<file path="src/design/krwlt_pkg.sv">
// ----------------------------------------------------------------------------
// krwlt_pkg
// Shared types and codes for the keyed reader/writer lock table.
// ----------------------------------------------------------------------------
package krwlt_pkg;

  // fixed port widths
  localparam int unsigned KEY_PORT_W = 64;
  localparam int unsigned CNT_PORT_W = 16;

  // request opcodes
  localparam logic [1:0] OP_RD_LOCK   = 2'd0;
  localparam logic [1:0] OP_WR_LOCK   = 2'd1;
  localparam logic [1:0] OP_RD_UNLOCK = 2'd2;
  localparam logic [1:0] OP_WR_UNLOCK = 2'd3;

  // result status codes
  localparam logic [2:0] ST_DONE     = 3'd0;
  localparam logic [2:0] ST_CONFLICT = 3'd1;
  localparam logic [2:0] ST_FULL     = 3'd2;
  localparam logic [2:0] ST_LIMIT    = 3'd3;
  localparam logic [2:0] ST_NOT_HELD = 3'd4;

  typedef enum logic [2:0] {
    KRWLT_CLEAR,
    KRWLT_IDLE,
    KRWLT_SCAN,
    KRWLT_DRAIN,
    KRWLT_EXEC
  } krwlt_state_e;

  // controller to datapath commands
  typedef struct packed {
    logic load;   // latch request, restart scan
    logic clear;  // invalidate entry at scan address
    logic scan;   // issue table read at scan address
    logic exec;   // decide, update state, register result
  } krwlt_cmd_t;

  // datapath to controller status
  typedef struct packed {
    logic addr_last;  // scan address is at the last entry
  } krwlt_stat_t;

endpackage

</file>
<file path="src/design/krwlt_ctrl.sv">
// ----------------------------------------------------------------------------
// krwlt_ctrl
// Sequencer for table clearing, key scan and request execution.
// ----------------------------------------------------------------------------
module krwlt_ctrl (
  input  logic                   clk_i,
  input  logic                   rst_ni,
  input  logic                   start_i,
  input  logic                   is_global_i,
  input  krwlt_pkg::krwlt_stat_t stat_i,
  output krwlt_pkg::krwlt_cmd_t  cmd_o,
  output logic                   busy_o
);
  import krwlt_pkg::*;

  krwlt_state_e state_q, state_d;

  always_ff @(posedge clk_i or negedge rst_ni) begin
    if (!rst_ni) begin
      state_q <= KRWLT_CLEAR;
    end else begin
      state_q <= state_d;
    end
  end

  // next state
  always_comb begin
    state_d = state_q;
    case (state_q)
      KRWLT_CLEAR: begin
        if (stat_i.addr_last) begin
          state_d = KRWLT_IDLE;
        end
      end
      KRWLT_IDLE: begin
        if (start_i) begin
          state_d = is_global_i ? KRWLT_EXEC : KRWLT_SCAN;
        end
      end
      KRWLT_SCAN: begin
        if (stat_i.addr_last) begin
          state_d = KRWLT_DRAIN;
        end
      end
      KRWLT_DRAIN: state_d = KRWLT_EXEC;
      KRWLT_EXEC:  state_d = KRWLT_IDLE;
      default:     state_d = KRWLT_IDLE;
    endcase
  end

  // outputs
  always_comb begin
    cmd_o  = '0;
    busy_o = 1'b1;
    case (state_q)
      KRWLT_CLEAR: cmd_o.clear = 1'b1;
      KRWLT_IDLE: begin
        busy_o     = 1'b0;
        cmd_o.load = start_i;
      end
      KRWLT_SCAN:  cmd_o.scan = 1'b1;
      KRWLT_DRAIN: cmd_o      = '0;
      KRWLT_EXEC:  cmd_o.exec = 1'b1;
      default:     cmd_o      = '0;
    endcase
  end

endmodule

</file>
<file path="src/design/krwlt_datapath.sv">
// ----------------------------------------------------------------------------
// krwlt_datapath
// Entry memory, scan match/free tracking, global counts, totals and result.
// ----------------------------------------------------------------------------
module krwlt_datapath #(
  parameter int unsigned TABLE_ENTRIES = 16,
  parameter int unsigned KEY_BITS      = 64,
  parameter int unsigned COUNT_BITS    = 16
) (
  input  logic                                  clk_i,
  input  logic                                  rst_ni,
  input  krwlt_pkg::krwlt_cmd_t                 cmd_i,
  output krwlt_pkg::krwlt_stat_t                stat_o,
  input  logic [1:0]                            opcode_i,
  input  logic [krwlt_pkg::KEY_PORT_W-1:0]      key_i,
  input  logic                                  is_global_i,
  output logic                                  done_o,
  output logic                                  granted_o,
  output logic [2:0]                            status_o,
  output logic [krwlt_pkg::CNT_PORT_W-1:0]      key_readers_o,
  output logic [krwlt_pkg::CNT_PORT_W-1:0]      key_writers_o
);
  import krwlt_pkg::*;

  localparam int unsigned IDX_W = (TABLE_ENTRIES > 1) ? $clog2(TABLE_ENTRIES) : 1;
  localparam logic [IDX_W-1:0] LAST_IDX = IDX_W'(TABLE_ENTRIES - 1);
  localparam logic [COUNT_BITS-1:0] CNT_MAX = '1;
  localparam logic [COUNT_BITS-1:0] CNT_ZERO = '0;
  localparam logic [COUNT_BITS-1:0] CNT_ONE = {{(COUNT_BITS-1){1'b0}}, 1'b1};

  typedef struct packed {
    logic                  valid;
    logic [KEY_BITS-1:0]   key;
    logic [COUNT_BITS-1:0] rd;
    logic [COUNT_BITS-1:0] wr;
  } entry_t;

  // entry storage
  entry_t mem_q [TABLE_ENTRIES];
  entry_t rdata_q;
  logic             mem_we;
  logic [IDX_W-1:0] mem_waddr;
  entry_t           mem_wdata;

  // request
  logic [1:0]          op_q;
  logic [KEY_BITS-1:0] key_q;
  logic                glob_q;

  // scan
  logic [IDX_W-1:0] addr_q;
  logic             rvalid_q;
  logic [IDX_W-1:0] ridx_q;
  logic             match_found_q, free_found_q;
  logic [IDX_W-1:0] match_idx_q, free_idx_q;
  logic [COUNT_BITS-1:0] m_rd_q, m_wr_q;
  logic             hit, hole;

  // counts
  logic [COUNT_BITS-1:0] g_rd_q, g_wr_q, tot_rd_q, tot_wr_q;
  logic [COUNT_BITS-1:0] g_rd_d, g_wr_d;

  // decision
  logic                  is_read, is_lock, gheld, conflict;
  logic [COUNT_BITS-1:0] sel_tot, sel_g, cur, mine, new_rd, new_wr;
  logic [COUNT_BITS-1:0] res_rd, res_wr;
  logic                  tot_inc, tot_dec;
  logic [2:0]            status_d;
  logic                  ent_we;
  logic [IDX_W-1:0]      ent_idx;
  entry_t                ent_data;
  logic [COUNT_BITS+CNT_PORT_W-1:0] rd_ext, wr_ext;

  assign stat_o.addr_last = (addr_q == LAST_IDX);

  // memory: one write port, one registered read port
  always_comb begin
    mem_we    = 1'b0;
    mem_waddr = addr_q;
    mem_wdata = '0;
    if (cmd_i.clear) begin
      mem_we = 1'b1;
    end else if (cmd_i.exec) begin
      mem_we    = ent_we;
      mem_waddr = ent_idx;
      mem_wdata = ent_data;
    end
  end

  always_ff @(posedge clk_i) begin
    if (mem_we) begin
      mem_q[mem_waddr] <= mem_wdata;
    end
    rdata_q <= mem_q[addr_q];
  end

  assign hit  = rvalid_q && rdata_q.valid && (rdata_q.key == key_q) && !match_found_q;
  assign hole = rvalid_q && !rdata_q.valid && !free_found_q;

  // control registers
  always_ff @(posedge clk_i or negedge rst_ni) begin
    if (!rst_ni) begin
      addr_q        <= '0;
      rvalid_q      <= 1'b0;
      match_found_q <= 1'b0;
      free_found_q  <= 1'b0;
      g_rd_q        <= '0;
      g_wr_q        <= '0;
      tot_rd_q      <= '0;
      tot_wr_q      <= '0;
      done_o        <= 1'b0;
    end else begin
      rvalid_q <= cmd_i.scan;
      done_o   <= cmd_i.exec;
      if (cmd_i.load) begin
        addr_q        <= '0;
        match_found_q <= 1'b0;
        free_found_q  <= 1'b0;
      end else begin
        if (cmd_i.scan || cmd_i.clear) begin
          addr_q <= addr_q + 1'b1;
        end
        if (hit) begin
          match_found_q <= 1'b1;
        end
        if (hole) begin
          free_found_q <= 1'b1;
        end
      end
      if (cmd_i.exec) begin
        g_rd_q <= g_rd_d;
        g_wr_q <= g_wr_d;
        if (tot_inc) begin
          if (is_read) begin
            tot_rd_q <= tot_rd_q + CNT_ONE;
          end else begin
            tot_wr_q <= tot_wr_q + CNT_ONE;
          end
        end
        if (tot_dec) begin
          if (is_read && tot_rd_q != CNT_ZERO) begin
            tot_rd_q <= tot_rd_q - CNT_ONE;
          end else if (!is_read && tot_wr_q != CNT_ZERO) begin
            tot_wr_q <= tot_wr_q - CNT_ONE;
          end
        end
      end
    end
  end

  // payload registers
  always_ff @(posedge clk_i) begin
    if (cmd_i.load) begin
      op_q   <= opcode_i;
      key_q  <= key_i[KEY_BITS-1:0];
      glob_q <= is_global_i;
    end
    ridx_q <= addr_q;
    if (hit) begin
      match_idx_q <= ridx_q;
      m_rd_q      <= rdata_q.rd;
      m_wr_q      <= rdata_q.wr;
    end
    if (hole) begin
      free_idx_q <= ridx_q;
    end
    if (cmd_i.exec) begin
      granted_o     <= (status_d == ST_DONE);
      status_o      <= status_d;
      key_readers_o <= rd_ext[CNT_PORT_W-1:0];
      key_writers_o <= wr_ext[CNT_PORT_W-1:0];
    end
  end

  // request decision
  always_comb begin
    is_read  = (op_q == OP_RD_LOCK) || (op_q == OP_RD_UNLOCK);
    is_lock  = (op_q == OP_RD_LOCK) || (op_q == OP_WR_LOCK);
    sel_tot  = is_read ? tot_rd_q : tot_wr_q;
    sel_g    = is_read ? g_rd_q : g_wr_q;
    gheld    = (g_rd_q != CNT_ZERO) || (g_wr_q != CNT_ZERO);
    conflict = 1'b0;
    cur      = CNT_ZERO;
    mine     = is_read ? m_rd_q : m_wr_q;
    new_rd   = m_rd_q;
    new_wr   = m_wr_q;
    status_d = ST_DONE;
    tot_inc  = 1'b0;
    tot_dec  = 1'b0;
    g_rd_d   = g_rd_q;
    g_wr_d   = g_wr_q;
    ent_we   = 1'b0;
    ent_idx  = match_idx_q;
    ent_data = '{valid: 1'b1, key: key_q, rd: m_rd_q, wr: m_wr_q};
    res_rd   = match_found_q ? m_rd_q : CNT_ZERO;
    res_wr   = match_found_q ? m_wr_q : CNT_ZERO;

    if (glob_q) begin
      if (is_lock) begin
        conflict = is_read ? (tot_wr_q != CNT_ZERO)
                           : ((tot_rd_q != CNT_ZERO) || (tot_wr_q != CNT_ZERO));
        if (conflict) begin
          status_d = ST_CONFLICT;
        end else if (sel_g == CNT_MAX || sel_tot == CNT_MAX) begin
          status_d = ST_LIMIT;
        end else begin
          tot_inc = 1'b1;
          if (is_read) begin
            g_rd_d = g_rd_q + CNT_ONE;
          end else begin
            g_wr_d = g_wr_q + CNT_ONE;
          end
        end
      end else begin
        if (sel_g == CNT_ZERO) begin
          status_d = ST_NOT_HELD;
        end else begin
          tot_dec = 1'b1;
          if (is_read) begin
            g_rd_d = g_rd_q - CNT_ONE;
          end else begin
            g_wr_d = g_wr_q - CNT_ONE;
          end
        end
      end
      res_rd = g_rd_d;
      res_wr = g_wr_d;
    end else if (is_lock) begin
      // key lock: global holder or existing entry decides the conflict
      if (!is_read) begin
        conflict = gheld || match_found_q;
      end else if (gheld) begin
        conflict = (g_wr_q != CNT_ZERO);
      end else begin
        conflict = match_found_q && (m_wr_q != CNT_ZERO);
      end
      if (conflict) begin
        status_d = ST_CONFLICT;
      end else if (!match_found_q && !free_found_q) begin
        status_d = ST_FULL;
      end else begin
        cur = match_found_q ? mine : CNT_ZERO;
        if (cur == CNT_MAX || sel_tot == CNT_MAX) begin
          status_d = ST_LIMIT;
        end else begin
          new_rd   = (match_found_q ? m_rd_q : CNT_ZERO) + (is_read ? CNT_ONE : CNT_ZERO);
          new_wr   = (match_found_q ? m_wr_q : CNT_ZERO) + (is_read ? CNT_ZERO : CNT_ONE);
          tot_inc  = 1'b1;
          ent_we   = 1'b1;
          ent_idx  = match_found_q ? match_idx_q : free_idx_q;
          ent_data = '{valid: 1'b1, key: key_q, rd: new_rd, wr: new_wr};
          res_rd   = new_rd;
          res_wr   = new_wr;
        end
      end
    end else begin
      // key unlock: free the entry once both counts reach zero
      if (!match_found_q || mine == CNT_ZERO) begin
        status_d = ST_NOT_HELD;
      end else begin
        new_rd   = m_rd_q - (is_read ? CNT_ONE : CNT_ZERO);
        new_wr   = m_wr_q - (is_read ? CNT_ZERO : CNT_ONE);
        tot_dec  = 1'b1;
        ent_we   = 1'b1;
        ent_data = '{valid: 1'b1, key: key_q, rd: new_rd, wr: new_wr};
        res_rd   = new_rd;
        res_wr   = new_wr;
        if (new_rd == CNT_ZERO && new_wr == CNT_ZERO) begin
          ent_data.valid = 1'b0;
        end
      end
    end
    rd_ext = {{CNT_PORT_W{1'b0}}, res_rd};
    wr_ext = {{CNT_PORT_W{1'b0}}, res_wr};
  end

endmodule

</file>
<file path="src/design/keyed_reader_writer_lock_table.sv">
// ----------------------------------------------------------------------------
// keyed_reader_writer_lock_table
// Lock manager table with per-key and global reader/writer counts.
// ----------------------------------------------------------------------------
// A request (opcode, key, is_global) transfers at a clock edge with start_i
// high and busy_o low. After reset the block first invalidates every table
// entry, one per cycle, and holds busy_o high through that pass. A key
// request then scans the whole table through the single read port of the
// entry memory, one entry per cycle, then decides and registers its result;
// a global request skips the scan. Each request gives exactly one result,
// shown for one cycle with done_o high; the receiver cannot stall it, and a
// new request may transfer in the same cycle the result is shown. Locks that
// would block are denied with a conflict status for the requester to retry.
// ----------------------------------------------------------------------------
module keyed_reader_writer_lock_table #(
  parameter int unsigned TABLE_ENTRIES = 16,
  parameter int unsigned KEY_BITS      = 64,
  parameter int unsigned COUNT_BITS    = 16
) (
  input  logic                             clk_i,
  input  logic                             rst_ni,
  // request
  input  logic                             start_i,
  output logic                             busy_o,
  input  logic [1:0]                       opcode_i,
  input  logic [krwlt_pkg::KEY_PORT_W-1:0] key_i,
  input  logic                             is_global_i,
  // result
  output logic                             done_o,
  output logic                             granted_o,
  output logic [2:0]                       status_o,
  output logic [krwlt_pkg::CNT_PORT_W-1:0] key_readers_o,
  output logic [krwlt_pkg::CNT_PORT_W-1:0] key_writers_o
);
  import krwlt_pkg::*;

  krwlt_cmd_t  cmd;
  krwlt_stat_t stat;

  // sequencer: clear pass, scan, execute
  krwlt_ctrl u_ctrl (
    .clk_i       (clk_i),
    .rst_ni      (rst_ni),
    .start_i     (start_i),
    .is_global_i (is_global_i),
    .stat_i      (stat),
    .cmd_o       (cmd),
    .busy_o      (busy_o)
  );

  // table memory, counts and result registers
  krwlt_datapath #(
    .TABLE_ENTRIES (TABLE_ENTRIES),
    .KEY_BITS      (KEY_BITS),
    .COUNT_BITS    (COUNT_BITS)
  ) u_datapath (
    .clk_i         (clk_i),
    .rst_ni        (rst_ni),
    .cmd_i         (cmd),
    .stat_o        (stat),
    .opcode_i      (opcode_i),
    .key_i         (key_i),
    .is_global_i   (is_global_i),
    .done_o        (done_o),
    .granted_o     (granted_o),
    .status_o      (status_o),
    .key_readers_o (key_readers_o),
    .key_writers_o (key_writers_o)
  );

endmodule

</file>
<file path="config.mk">
export PLATFORM = sky130hd
export DESIGN_NAME = keyed_reader_writer_lock_table
export DESIGN_NICKNAME = d
export VERILOG_FILES = /design/src/design/krwlt_pkg.sv /design/src/design/krwlt_ctrl.sv /design/src/design/krwlt_datapath.sv /design/src/design/keyed_reader_writer_lock_table.sv
export SDC_FILE = /design/constraint.sdc
export NUM_CORES = 2
export LEC_CHECK = 0
export BUFFER_PORTS_ARGS = -buffer_cell sky130_fd_sc_hd__clkbuf_2
export CELL_PAD_IN_SITES_DETAIL_PLACEMENT = 1
export CELL_PAD_IN_SITES_GLOBAL_PLACEMENT = 1
export CORE_UTILIZATION = 45
export CTS_CLUSTER_DIAMETER = 120
export DETAILED_ROUTE_END_ITERATION = 6
export PLACE_DENSITY = 0.78
export SYNTH_ARGS = -nofsm -noshare
export SYNTH_HDL_FRONTEND = slang
export SYNTH_HIERARCHICAL = 1
export SYNTH_SLANG_ARGS = --single-unit
export TNS_END_PERCENT = 10
</file>
<file path="constraint.sdc">
create_clock -name clk_i -period 19.2 [get_ports clk_i]
set_input_delay 3.84 -clock clk_i [delete_from_list [all_inputs] [get_ports clk_i]]
set_output_delay 3.84 -clock clk_i [all_outputs]
set_load 0.02 [all_outputs]
</file>
==> flow_summary.toml <==
[outcome]
status = "finished clean"

[power_and_ir_drop]
power.total_mw = 12.88
power.static_leakage_nw = 27.66
vdd_drop_max_mv = 0.1360
powerDensity_nw_per_um2 = 151.6

[timing]
hold_viol = 0
fin_skew_ns = 0.04240
setup-violations-final = 0
setup-tns-final_ns = 0
timing.final.crit_period_ns = 6.423
min_period_over_period = 0.3345
hold_ws_ns = 0.4083
max_freq_mhz = 155.7
setup_slack_ns = 12.78
rsz0062_at_grt = "false"
tightest_slew_ns = 1.333
relSlewSlack = 0.1042
maxSlewViolCount = 0

[hold_path]
min_path_type = "reg -> reg"
holdPathStages = 0

[yosys]
synth_cells = 4016
avgSynthCellArea_um2 = 18.81
synth_warnings = 6
syn-num-nets = 4105
ys.flop_type = "edfxtp_1"
ys_ff_latch = 1871
async_flop_share = 0.04009
synth-edff-count = 1695
ys_seq_area_frac = 0.7254
mappedNetlistArea_um2 = 75550
synth.distinct_cells = 98

[setup_path]
critPathLaunchType = "flip-flop"
path_cells = "or4_4, nand4b_1, a311oi_1, o2111ai_2, buf_4, a21oi_2, a21o_1, nand3_1, nor2_4, buf_4, buf_4"
cp_slowest_cell = "buf_4"
arrival_ns = 6.85
critical_path.n_buffers_inverters = 3
critPathMaxFanout = 54
end_kind = "flip-flop"
worst_ep_required_time_ns = 19.62
critical_path_class = "reg -> reg"
cp_num_cells = 11
r2r_cells = 11
cp_common_cell = "buf_4"
cp_top_family = "simple AND/OR/NAND/NOR gates"
crit_path_max_incr_delay_ns = 0.87

[cells_and_area]
final_common_cell = "edfxtp_1"
final_cell_mix = "edfxtp_1 (1695), mux4_2 (485), clkbuf_16 (190)"
drive_gt1_frac = 0.2427
fin_nets = 4256
area_growth_pct = 12.49

[placed_design]
dp_slack_ns = 12.81
port_buffers = 107
place_congestion = 0.9217
hpwl_um = 118500

[floorplan]
core_area_um2 = 166800
die_y_um = 411.7
io_pins = 108
dieArea_um2 = 169500
die_w_um = 411.7
initial_core_util = 0.4528
rows = 150

[routing]
drtPass1Iterations = 5
wl_per_cell_um = 30.87
vias = 40260
vias_per_cell = 6.168
ant_nets = 0
drc = 0
drt_iter0_markers = 4249
drt-total-wl_um = 201500

[clock_tree]
cts.path.max_buffers = 3
clk_pin_slew_ns = 0.06
insertion_delay_ns = 0.82
ctsHoldBuffers = 0
root_buffer = "clkbuf_16"
cts_made_buffers = 185
h-tree-depth = 4
cts_resized = 0
tritoncts = "done"
cts_setup_buffers = 0
clock_sinks = 1871

[global_route]
gr-total-overflow = 0
antenna_found_initial = 7
grt_pass1_vias = 42260
grt_max_degree = 70
grt_usage = 0.2393
grt_pass1_wl_um = 295100

[job]
drv_cap = 0
layer usage:
metal | up-vias | share of wire | global-route usage
li1 | 16640 | - | -
met1 | 21430 | 0.40 | 0.3225
met2 | 1848 | 0.50 | 0.4023
met3 | 343 | 0.071 | 0.03914
met4 | 0 | 0.027 | 0.06820
met5 | - | 0 | 0
cell type report:
type	instances	area (µm²)
clock inverters	87	930.9
well taps	2204	2758
diodes	2	5.005
clock buffers	255	5159
fillers	15050	81860
inverters	47	176.4
flip-flops and latches	1871	54810
multi-input cells	1849	19810
repair buffers	213	1334
cell usage after synthesis, types with 56 or more instances:
cell type / instances / area share
a21oi_1: 87 / 0.0058
and2_1: 64 / 0.0053
clkbuf_1: 182 / 0.0090
dfrtp_1: 75 / 0.025
dfxtp_1: 101 / 0.027
edfxtp_1: 1695 / 0.67
mux4_2: 485 / 0.14
nand2_1: 166 / 0.0082
nand4_1: 56 / 0.0046
nor2_1: 164 / 0.0081
nor3_1: 59 / 0.0039
o21ai_0: 66 / 0.0044
xnor2_1: 100 / 0.012
xor2_1: 104 / 0.012
final timing paths:
check / start / endpoint / slack [ns]
min in group asynchronous: rst_ni / u_datapath/g_rd_q[12] / 2.90
max: u_datapath/g_wr_q[6] / u_datapath/mem_q[6][65] / 12.78
max reg2reg: u_datapath/g_wr_q[6] / u_datapath/mem_q[6][65] / 12.78
min: u_datapath/rdata_q[2] / u_datapath/m_wr_q[2] / 0.41
max in group asynchronous: rst_ni / u_datapath/addr_q[1] / 15.05
min reg2reg: u_datapath/rdata_q[2] / u_datapath/m_wr_q[2] / 0.41
where the power goes:
group          switching (mW)  internal [mW]  total (mW)
Combinational            2.03           1.54        3.57
Clock                    1.54           2.07        3.62
Sequential              0.396           5.30        5.70
Total                    3.97           8.91        12.9
state kept, by name, summed over array words and instances, names as in the netlist, 3 cells and up:
signal	count
u_datapath/mem_q	1552
u_datapath/rdata_q	97
u_datapath/key_q	64
u_datapath/g_rd_q	16
u_datapath/g_wr_q	16
u_datapath/key_readers_o	16
u_datapath/key_writers_o	16
u_datapath/m_rd_q	16
u_datapath/m_wr_q	16
u_datapath/tot_rd_q	16
u_datapath/tot_wr_q	16
u_datapath/addr_q	4
u_datapath/free_idx_q	4
u_datapath/match_idx_q	4
u_datapath/ridx_q	4
u_ctrl/state_q	3
u_datapath/status_o	3
stage by stage:
step	cell area (µm²)	instances	util
final	84990	6528	0.5094
after global routing	84980	6526	0.5093
after CTS	84970	6526	0.5092
after detailed placement	78880	6184	0.4727
after global placement	78880	6184	0.4727
after floorplan	75550	4016	-
kinds of logic after synthesis:
kind of cell | synth area share
flip-flops | 0.7254
AND/OR/NAND/NOR | 0.05172
multiplexers | 0.1459
AO/OA/AOI/OAI | 0.03495
buffers and inverters | 0.01529
XOR/XNOR | 0.02365
adder cells (fa/ha/maj) | 0.003147
Power figures use the tool's default switching activity.
